<file path="config.mk">
export PLATFORM = sky130hd
export DESIGN_NAME = telemetry_frame_encoder_top
export DESIGN_NICKNAME = d
export VERILOG_FILES = /design/src/sv/tfe_pkg.sv /design/src/sv/telemetry_frame_encoder_top.sv /design/src/sv/tfe_lane.sv /design/src/sv/tfe_merge.sv /design/src/sv/tfe_serializer.sv
export SDC_FILE = /design/constraint.sdc
export NUM_CORES = 1
export LEC_CHECK = 0
export CAP_MARGIN = 20
export CORE_ASPECT_RATIO = 2
export CORE_MARGIN = 4
export CORE_UTILIZATION = 50
export CTS_CLUSTER_SIZE = 24
export DETAILED_ROUTE_END_ITERATION = 8
export DONT_BUFFER_PORTS = 1
export GPL_ROUTABILITY_DRIVEN = 0
export PLACE_DENSITY = 0.74
export SKIP_CTS_REPAIR_TIMING = 1
export SYNTH_ARGS = -nofsm -noshare
export SYNTH_HDL_FRONTEND = slang
export SYNTH_SLANG_ARGS = --single-unit
</file>
<file path="constraint.sdc">
create_clock -name i_clk -period 19.2 [get_ports i_clk]
set_input_delay 4.8 -clock i_clk [delete_from_list [all_inputs] [get_ports i_clk]]
set_output_delay 4.8 -clock i_clk [all_outputs]
set_load 0.05 [all_outputs]
</file>
<file path="src/sv/tfe_pkg.sv">
// Shared constants and types of the telemetry frame encoder.
// Used by the merge and serializer modules, the top level, the checker and the testbench.
package tfe_pkg;

    localparam int NUM_LANES = 9;
    localparam int RAW_LANE  = 6;

    localparam logic [7:0] HDR0         = 8'hA5;
    localparam logic [7:0] HDR1         = 8'h5A;
    localparam logic [7:0] TAIL         = 8'hAA;
    localparam logic [7:0] ATT_ID       = 8'hA1;
    localparam logic [7:0] MOT_ID       = 8'hA2;
    localparam logic [7:0] ATT_LEN_CODE = 8'h12;
    localparam logic [7:0] MOT_LEN_CODE = 8'h16;
    localparam logic [7:0] ATT_SEED     = 8'hB3;
    localparam logic [7:0] MOT_SEED     = 8'hB8;

    // Frame lengths in bytes.
    localparam logic [4:0] ATT_LEN = 5'd20;
    localparam logic [4:0] MOT_LEN = 5'd24;

    localparam logic MODE_ATT = 1'b0;
    localparam logic MODE_MOT = 1'b1;

    typedef logic [NUM_LANES-1:0][15:0] t_words;
    typedef logic [NUM_LANES-1:0][7:0]  t_sums;

    // One fully prepared frame, handed from the merge stage to the serializer.
    typedef struct packed {
        logic       mode;
        t_words     words;
        logic [7:0] chk;
    } t_frame;

endpackage

</file>
<file path="src/sv/telemetry_frame_encoder_top.sv">
// Top level of the telemetry frame encoder: input stage, sample lanes, checksum
// merge and byte serializer. Depends on tfe_pkg, tfe_lane, tfe_merge, tfe_serializer.
//
// The block takes one item (a mode bit and nine signed 16-bit samples) per
// input transfer and sends one telemetry frame as a stream of byte transfers,
// with o_last_byte high on the closing 0xAA byte. An attitude frame (mode 0)
// is 20 bytes, a motion frame (mode 1) is 24 bytes. The byte serializer sends
// one byte per cycle while the receiver is ready. Nine lanes convert the
// samples to sign-magnitude form, the attitude rate sample excepted, and form
// their byte sums in the cycle of the input transfer; the results sit in an
// input holding register while the previous frame is still being sent, and
// the merge stage forms the checksum as the frame moves into the serializer.
// With an idle block an item passes the holding register and the serializer
// register before its first byte appears, and frames follow each other on the
// output without a gap if the next item arrives within the current frame's time.
module telemetry_frame_encoder_top (
    input  logic               i_clk,
    input  logic               i_rst_n,
    input  logic               i_in_valid,
    output logic               o_in_ready,
    input  logic               i_mode,
    input  logic signed [15:0] i_sample_0,
    input  logic signed [15:0] i_sample_1,
    input  logic signed [15:0] i_sample_2,
    input  logic signed [15:0] i_sample_3,
    input  logic signed [15:0] i_sample_4,
    input  logic signed [15:0] i_sample_5,
    input  logic signed [15:0] i_sample_6,
    input  logic signed [15:0] i_sample_7,
    input  logic signed [15:0] i_sample_8,
    output logic               o_out_valid,
    input  logic               i_out_ready,
    output logic [7:0]         o_frame_byte,
    output logic               o_last_byte
);

    logic [tfe_pkg::NUM_LANES-1:0][15:0] w_samples;
    tfe_pkg::t_words w_words;
    tfe_pkg::t_sums  w_sums;

    // Input holding register: lane results of the item waiting for the serializer.
    tfe_pkg::t_words r_words;
    tfe_pkg::t_words n_words;
    tfe_pkg::t_sums  r_sums;
    tfe_pkg::t_sums  n_sums;
    logic            r_mode;
    logic            n_mode;
    logic            r_hold;
    logic            n_hold;

    logic            w_accept;
    logic            w_load;
    logic [7:0]      w_chk;
    tfe_pkg::t_frame w_frame;

    assign w_samples[0] = $unsigned(i_sample_0);
    assign w_samples[1] = $unsigned(i_sample_1);
    assign w_samples[2] = $unsigned(i_sample_2);
    assign w_samples[3] = $unsigned(i_sample_3);
    assign w_samples[4] = $unsigned(i_sample_4);
    assign w_samples[5] = $unsigned(i_sample_5);
    assign w_samples[6] = $unsigned(i_sample_6);
    assign w_samples[7] = $unsigned(i_sample_7);
    assign w_samples[8] = $unsigned(i_sample_8);

    // The rate sample of the attitude frame is sent as its raw bit pattern.
    genvar g;
    generate
        for (g = 0; g < tfe_pkg::NUM_LANES; g++) begin : g_lane
            tfe_lane u_lane (
                .i_sample (w_samples[g]),
                .i_raw    ((g == tfe_pkg::RAW_LANE) && (i_mode == tfe_pkg::MODE_ATT)),
                .o_word   (w_words[g]),
                .o_bsum   (w_sums[g])
            );
        end
    endgenerate

    // The holding register takes a new item only when it is empty, so the
    // input ready comes from a register, not combinationally from the output side.
    assign o_in_ready = !r_hold;
    assign w_accept   = i_in_valid && o_in_ready;

    always_comb begin
        n_words = r_words;
        n_sums  = r_sums;
        n_mode  = r_mode;
        n_hold  = r_hold;
        if (w_accept) begin
            n_words = w_words;
            n_sums  = w_sums;
            n_mode  = i_mode;
            n_hold  = 1'b1;
        end else if (w_load) begin
            n_hold = 1'b0;
        end
    end

    always_ff @(posedge i_clk) begin
        if (!i_rst_n) begin
            r_hold <= 1'b0;
        end else begin
            r_hold <= n_hold;
        end
        r_words <= n_words;
        r_sums  <= n_sums;
        r_mode  <= n_mode;
    end

    tfe_merge u_merge (
        .i_mode (r_mode),
        .i_sums (r_sums),
        .o_chk  (w_chk)
    );

    assign w_frame.mode  = r_mode;
    assign w_frame.words = r_words;
    assign w_frame.chk   = w_chk;

    tfe_serializer u_ser (
        .i_clk        (i_clk),
        .i_rst_n      (i_rst_n),
        .i_load_valid (r_hold),
        .i_frame      (w_frame),
        .o_load       (w_load),
        .o_valid      (o_out_valid),
        .i_ready      (i_out_ready),
        .o_byte       (o_frame_byte),
        .o_last       (o_last_byte)
    );

endmodule

</file>
<file path="src/sv/tfe_lane.sv">
// One sample lane: sign-magnitude conversion and byte sum of one 16-bit sample.
// Depends on nothing outside this file.
module tfe_lane (
    input  logic [15:0] i_sample,
    input  logic        i_raw,
    output logic [15:0] o_word,
    output logic [7:0]  o_bsum
);

    logic [15:0] w_neg;

    // A negative value becomes 0x8000 plus its magnitude, kept to 16 bits.
    assign w_neg  = 16'h8000 + (~i_sample + 16'd1);
    assign o_word = (i_raw || !i_sample[15]) ? i_sample : w_neg;
    assign o_bsum = o_word[15:8] + o_word[7:0];

endmodule

</file>
<file path="src/sv/tfe_merge.sv">
// Merge stage: folds the lane byte sums and the mode's seed into the checksum.
// Depends on tfe_pkg for the seeds and the lane types.
module tfe_merge (
    input  logic           i_mode,
    input  tfe_pkg::t_sums i_sums,
    output logic [7:0]     o_chk
);

    logic [7:0] w_seed;
    logic [7:0] w_s7;
    logic [7:0] w_s8;
    logic [7:0] w_a;
    logic [7:0] w_b;
    logic [7:0] w_c;
    logic [7:0] w_d;
    logic [7:0] w_e;

    // The attitude frame carries only the first seven lanes.
    assign w_seed = (i_mode == tfe_pkg::MODE_MOT) ? tfe_pkg::MOT_SEED : tfe_pkg::ATT_SEED;
    assign w_s7   = (i_mode == tfe_pkg::MODE_MOT) ? i_sums[7] : 8'd0;
    assign w_s8   = (i_mode == tfe_pkg::MODE_MOT) ? i_sums[8] : 8'd0;

    assign w_a   = i_sums[0] + i_sums[1];
    assign w_b   = i_sums[2] + i_sums[3];
    assign w_c   = i_sums[4] + i_sums[5];
    assign w_d   = i_sums[6] + w_s7;
    assign w_e   = w_s8 + w_seed;
    assign o_chk = (w_a + w_b) + (w_c + w_d) + w_e;

endmodule

</file>
<file path="src/sv/tfe_serializer.sv">
// Byte serializer: holds one prepared frame and sends it one byte per transfer.
// Depends on tfe_pkg for the frame type, header bytes and frame lengths.
module tfe_serializer (
    input  logic            i_clk,
    input  logic            i_rst_n,
    input  logic            i_load_valid,
    input  tfe_pkg::t_frame i_frame,
    output logic            o_load,
    output logic            o_valid,
    input  logic            i_ready,
    output logic [7:0]      o_byte,
    output logic            o_last
);

    tfe_pkg::t_frame r_frame;
    tfe_pkg::t_frame n_frame;
    logic            r_valid;
    logic            n_valid;
    logic [4:0]      r_idx;
    logic [4:0]      n_idx;
    logic [4:0]      w_len;
    logic [4:0]      w_k;
    logic [3:0]      w_lane;
    logic [15:0]     w_word;
    logic            w_xfer;

    assign w_len  = (r_frame.mode == tfe_pkg::MODE_MOT) ? tfe_pkg::MOT_LEN : tfe_pkg::ATT_LEN;
    assign o_last = (r_idx == w_len - 5'd1);
    assign w_xfer = r_valid && i_ready;
    assign o_load = i_load_valid && (!r_valid || (w_xfer && o_last));
    assign o_valid = r_valid;

    assign w_k    = r_idx - 5'd4;
    assign w_lane = w_k[4:1];
    assign w_word = (w_lane < 4'(tfe_pkg::NUM_LANES)) ? r_frame.words[w_lane] : 16'd0;

    always_comb begin
        priority if (r_idx == 5'd0) begin
            o_byte = tfe_pkg::HDR0;
        end else if (r_idx == 5'd1) begin
            o_byte = tfe_pkg::HDR1;
        end else if (r_idx == 5'd2) begin
            o_byte = (r_frame.mode == tfe_pkg::MODE_MOT) ? tfe_pkg::MOT_LEN_CODE
                                                           : tfe_pkg::ATT_LEN_CODE;
        end else if (r_idx == 5'd3) begin
            o_byte = (r_frame.mode == tfe_pkg::MODE_MOT) ? tfe_pkg::MOT_ID : tfe_pkg::ATT_ID;
        end else if (r_idx < w_len - 5'd2) begin
            o_byte = w_k[0] ? w_word[7:0] : w_word[15:8];
        end else if (r_idx == w_len - 5'd2) begin
            o_byte = r_frame.chk;
        end else begin
            o_byte = tfe_pkg::TAIL;
        end
    end

    always_comb begin
        n_frame = r_frame;
        n_valid = r_valid;
        n_idx   = r_idx;
        if (o_load) begin
            n_frame = i_frame;
            n_valid = 1'b1;
            n_idx   = 5'd0;
        end else if (w_xfer) begin
            if (o_last) begin
                n_valid = 1'b0;
            end
            n_idx = r_idx + 5'd1;
        end
    end

    always_ff @(posedge i_clk) begin
        if (!i_rst_n) begin
            r_valid <= 1'b0;
            r_idx   <= 5'd0;
        end else begin
            r_valid <= n_valid;
            r_idx   <= n_idx;
        end
        r_frame <= n_frame;
    end

endmodule

</file>
-- Yosys cells after proc, flatten, opt, wreduce, memory -nomap -nowiden
Index checks and enable logic that the tools add are counted.
- multiply operators: 0
- reductions and logical operators: 15
- equal/unequal tests: 5
- multiplexer cells: 30
- divide/modulo/power cells: 0
- shift operators: 0
- bitwise gates (word level): 11
- add/sub/neg operators: 40
- $lt $le $gt $ge: 3
- operators by type and width (operator ; number):
    two-way mux 16 bit ; 11
    adder 16 x 1 -> 16 bit, second input constant ; 9
    adder 16 bit, first input constant ; 9
    adder 8 bit ; 18
    inverter 16 bit ; 9
    two-way mux 8 bit ; 9
    binary-select mux 16 bit (select 4 bit) ; 1
    equality test 5 x 2 -> 1 bit, second input constant ; 2
    equality test 5 bit ; 2
    two-way mux 4 bit ; 2
    nonzero test 2 bit ; 3
    adder 5 x 1 -> 5 bit, second input constant ; 1
    equality test 5 x 1 -> 1 bit, second input constant ; 1
    zero test 5 bit ; 1
    less-than comparator 4 x 5 -> 1 bit, second input constant ; 1
    less-than comparator 5 bit ; 1
    two-way mux 1 bit ; 5
    subtractor 5 x 1 -> 5 bit, second input constant ; 1
    subtractor 5 x 2 -> 5 bit, second input constant ; 1
    subtractor 5 x 3 -> 5 bit, second input constant ; 1
    logical AND 1 bit ; 4
    less-than comparator 4 bit, second input constant ; 1
    zero test 1 bit ; 3
    two-way mux 3 bit ; 1
    other kinds (5) ; 7
- output and inout bits: 11
- latch bits: 0
- bits in writable memories: 0
- memories: 0
- bits of input ports: 149
- bits in read-only memories: 0
- flip-flop bits (word level): 377

-- Logic depth before layout (Yosys ltp)
- depth after elaboration: 10
- depth in mapped cells: 17
- depth with buffers taken out: 16

-- Modules after synthesis
Synthesis repeated with hierarchy kept, for this count alone.
- cells, all modules: 1535
- area total of the unflattened synthesis: 20413.3 um2
- by module, submodules not included (module ; area each (um2) ; sequential area each (um2) ; cells an instance ; times used):
    telemetry_frame_encoder_top ; 6567.5 ; 6536.3 ; 224 ; 1
    tfe_serializer ; 6505.0 ; 4714.5 ; 365 ; 1
    tfe_lane at g_lane[0].u_lane ... ; 625.6 ; 0.0 ; 85 ; 8
    tfe_merge ; 1716.6 ; 0.0 ; 180 ; 1
    tfe_lane at g_lane[5].u_lane ; 619.3 ; 0.0 ; 86 ; 1

-- Least setup slack after synthesis
No wires, ideal clock.
- path type: input port to flip-flop
- start: input i_in_valid
- end: register r_mode (enable)
- buffers on the path: 0
- arrival: 14150 ps
- setup slack: 4227 ps
- stages on the path: 1
- cells stage by stage: nor2b_1
- cells in the longest elaborated chain, start to end: 1
- ends and longest elaborated chain (what ; RTL line ; RTL):
    start: declaration ; telemetry_frame_encoder_top.sv:19 ; input logic i_in_valid,
    logical AND 1 bit ; telemetry_frame_encoder_top.sv:82 ; assign w_accept = i_in_valid && o_in_ready;
    end signal: assignment ; telemetry_frame_encoder_top.sv:107 ; r_mode <= n_mode;
    end: declaration ; telemetry_frame_encoder_top.sv:46 ; logic r_mode;
Every way passes these cells.
A chain may end at the register's enable or synchronous reset.

-- Final worst setup path
- start: register u_ser.r_idx[2]
- end: output o_frame_byte[4]
- cells in the longest elaborated chain, start to end: 10
- elaborated cells between the ends (all ways): 18
- classes of those cells: 1 x add/sub; 2 x order compare; 4 x eq/ne; 10 x mux; 1 x reduce/logical
- ends and longest elaborated chain (what ; RTL line ; RTL):
    start: declaration ; tfe_serializer.sv:19 ; logic [4:0] r_idx;
    start signal: assignment ; tfe_serializer.sv:78 ; r_idx <= n_idx;
    subtractor 5 x 3 -> 5 bit ; tfe_serializer.sv:33 ; assign w_k = r_idx - 5'd4;
    binary-select mux 16 bit (select 4 bit) ; tfe_serializer.sv:35 ; assign w_word = (w_lane < 4'(tfe_pkg::NUM_LANES)) ? r_frame.words[w_lane] : 16'd0;
    two-way mux 16 bit (not written as such) ; tfe_serializer.sv:35 ;
    two-way mux 16 bit ; tfe_serializer.sv:35 ;
    two-way mux 8 bit ; tfe_serializer.sv:48 ; o_byte = w_k[0] ? w_word[7:0] : w_word[15:8];
    two-way mux 8 bit ; tfe_serializer.sv:47 ; end else if (r_idx < w_len - 5'd2) begin
    two-way mux 8 bit ; tfe_serializer.sv:45 ; end else if (r_idx == 5'd3) begin
    two-way mux 8 bit ; tfe_serializer.sv:42 ; end else if (r_idx == 5'd2) begin
    two-way mux 8 bit ; tfe_serializer.sv:40 ; end else if (r_idx == 5'd1) begin
    two-way mux 8 bit (*) ; tfe_serializer.sv:38 ; priority if (r_idx == 5'd0) begin
    end: declaration ; telemetry_frame_encoder_top.sv:33 ; output logic [7:0] o_frame_byte,
Mark *: on every way between the ends. The rest lies on a longest branch, timed or not. The select of a mux whose other input is x is not followed.

==> impl_metrics.csv <==
group,metric,value,unit
floorplan,die_area,0.04281,sq mm
final_layout,drive_above_1_share,6.766,%
synthesis,synth.yosys.seq_area_share,57.14,%
global_route,grtUsageTotal,22.23,%
final_layout,multi_input_area,0.007889,sq mm
worst_setup_path,cp.required,14400,ps
floorplan,rows,102,
worst_setup_path,worstSetupEndpointType,"output port",
timing,relSlewSlack,25.98,%
clock_tree,h-tree-depth,1,
worst_setup_path,crit_chain,"buf_4 > inv_1 > ha_1 > a21oi_1 > or2_2 > a211oi_1 > a2111oi_0 > o22ai_1",
clock_tree,clk_latency,590,ps
timing,drv_slew,0,
worst_hold_path,whs_path_depth,0,
timing,final_hold_viol_count,0,
clock_tree,clkTransAtPathRegs,70,ps
routing,routedWlPerCell,23.92,um
routing,drc,0,
routing,via_per_inst,5.681,
global_route,grt_max_degree,155,
final_layout,n_fill_cell,3151,
worst_setup_path,max_stage_delay,890,ps
synthesis,synth_cells,1439,
pwr,vdd_ir_drop_max,0.2478,mV
worst_setup_path,cp_top_family,"compound AO/OA/AOI/OAI gates",
worst_setup_path,reg2reg_to,"u_ser.r_frame[7]",
routing,vias,11351,
worst_hold_path,min_to,"u_ser.r_frame[51]",
floorplan,io_pins,160,
outcome,outcome,"completed",
timing,fin_worst_skew,22.24,ps
final_layout,regArea,0.01125,sq mm
synthesis,ys_async_sr_fraction,0,%
timing,finalSetupViolations,0,
worst_setup_path,reg2reg_depth,12,
worst_setup_path,worst-path-max-fanout,34,
floorplan,initial_core_util,50.75,%
timing,fmax,0.1096,GHz
worst_setup_path,crit_path_top_delay_cell,"ha_1",
timing,rsz0062_at_grt,"no",
worst_hold_path,hold_start,"r_words[43]",
synthesis,yosys_warnings,0,
worst_setup_path,cp.arrival,4330,ps
global_route,grt_pass1_wl,70240,um
global_route,grt.overflow.total,0,
placement,postPlaceCellArea,0.02033,sq mm
synthesis,syn-cell-area,0.01969,sq mm
worst_setup_path,reg2reg_from,"r_mode",
floorplan,die_w,148.3,um
placement,port-buffer-count,0,
worst_setup_path,path_buf_inv,2,
timing,fin_crit_sh,47.53,%
timing,fin_tns_setup,0,ps
placement,placedCellCount,1941,
worst_setup_path,critPathKind,"reg2out",
synthesis,syn_nets,1738,
clock_tree,cts_buffer_depth,3,
final_layout,instances_no_fill,1998,
clock_tree,clockRootBuffer,"clkbuf_16",
routing,dr.pass1.iters,5,
worst_setup_path,crit_start,"u_ser.r_idx[2]",
floorplan,core_area,0.03880,sq mm
worst_hold_path,hold_path_class,"reg2reg",
global_route,antenna_found_initial,1,
floorplan,die_height,288.6,um
clock_tree,cts_buffers,31,
placement,dp_hpwl,37780,um
final_layout,postLayoutCoreUtil,55.03,%
routing,drt-initial-drc-count,752,
synthesis,avgSynthCellArea,13.68,sq um
pwr,p_per_area,139.2,mW/mm^2
synthesis,synth_edf_count,370,
clock_tree,clock_sinks,377,
synthesis,synth-main-ff-cell,"edfxtp_1",
clock_tree,cts_tree,"yes",
synthesis,ys_types,53,
job,cap_violations,0,
final_layout,area_delta_synth_final,8.439,%
routing,wl,47790,um
synthesis,ys_ff_latch,377,
final_layout,final_cell_mix,"edfxtp_1, xnor2_1, inv_1",
worst_setup_path,startpoint_type,"flop",
final_layout,fin_nets,1753,
timing,min_period,9125,ps
pwr,leakage,7.583,nW
timing,tightestPinTransition,1127,ps
global_route,grt_pass1_vias,12140,
worst_setup_path,rrSetupSlack,14400,ps
pwr,p_total,0.002972,W
routing,ant_nets,0,
final_layout,stdcell_area,0.02135,sq mm
final_layout,diodes,0,
final_layout,final_common_cell,"edfxtp_1",
logic make-up after synthesis:
| kind of cell | after synthesis | share of synthesized area, % |
|---|---|---|
| AO/OA/AOI/OAI | 221 | 7.384 |
| XOR/XNOR | 200 | 8.935 |
| adder cells (fa/ha/maj) | 150 | 11.63 |
| buffers and inverters | 152 | 2.923 |
| flip-flops | 377 | 57.14 |
| multiplexers | 49 | 4.531 |
| AND/OR/NAND/NOR | 290 | 7.454 |
cell usage after synthesis, types with 7 or more instances:
cell type  count  share of area (%)
a21boi_0       8               0.31
a21o_1        18               0.69
a21oi_1       38               0.97
and2_1        14               0.44
clkbuf_1      18               0.34
dfxtp_1        7               0.71
edfxtp_1     370                 56
fa_1          55                5.6
ha_1          95                6.0
inv_1        127                2.4
mux2i_1       16               0.81
mux4_2        32                3.7
nand2_1       76                1.4
nand2b_1      29               0.92
nand3_1        7               0.18
nor2_1        72                1.4
nor2b_1       15               0.48
nor3_1        17               0.43
nor4_1         8               0.25
o21a_1        10               0.38
o21ai_0       61                1.6
o31ai_1       28                1.1
o41ai_1       16               0.71
or3_1         12               0.38
or4_1         17               0.65
xnor2_1      170                7.6
xor2_1        29                1.3
metal layers:
metal,part of all wire [%],GRT usage [%]
met5,0,0
met4,8.2,15.58
met3,5.2,3.910
met2,56,42.87
met1,31,20.53
state kept, by name, indices dropped and copies added (netlist names):
| signal | flops |
|---|---|
| r_sums | 72 |
| r_hold | 1 |
| u_ser.o_valid | 1 |
| r_mode | 1 |
| u_ser.r_idx | 5 |
| u_ser.r_frame | 153 |
| r_words | 144 |
per-stage QoR:
step / hold slack, ps / setup WS (ps)
final: 413.4 / 10070
after detailed placement: 404.5 / 10720
after floorplan: 400.3 / 4227
after CTS: 413.6 / 10080
after global placement: 400.7 / 10890
after global routing: 420.0 / 9869
worst reg2reg max path: stages (launching register included):
cell	delay, ps
edfxtp_1	760
and2_1	310
fa_1	470
fa_1	540
fa_1	440
fa_1	550
inv_1	60
fa_1	540
inv_1	40
ha_1	320
a21oi_1	220
o21ai_0	140
xnor2_1	150
final cells by class:
class	count	area share [%]
flip-flops and latches	377	52.70
multi-input cells	910	36.95
clock buffers	33	3.669
well taps	520	3.047
inverters	127	2.233
clock inverters	24	1.096
repair buffers	7	0.3047
worst max-delay path by stage:
stage,endpoint,slack [ps],cells past startpoint
2_1_floorplan,r_mode,4230,1
3_3_place_gp,o_frame_byte[4],10890,8
3_5_place_dp,o_frame_byte[4],10720,8
4_1_cts,o_frame_byte[4],10080,8
5_1_grt,o_frame_byte[4],9870,8
6_report,o_frame_byte[4],10070,8
where the power goes:
group / switching, W / internal (W) / total [W]
sequential: 0.0000417 / 0.00109 / 0.00113
combinational: 0.000658 / 0.000549 / 0.00121
clock: 0.000285 / 0.000350 / 0.000635
Power figures use the tool's default switching activity.
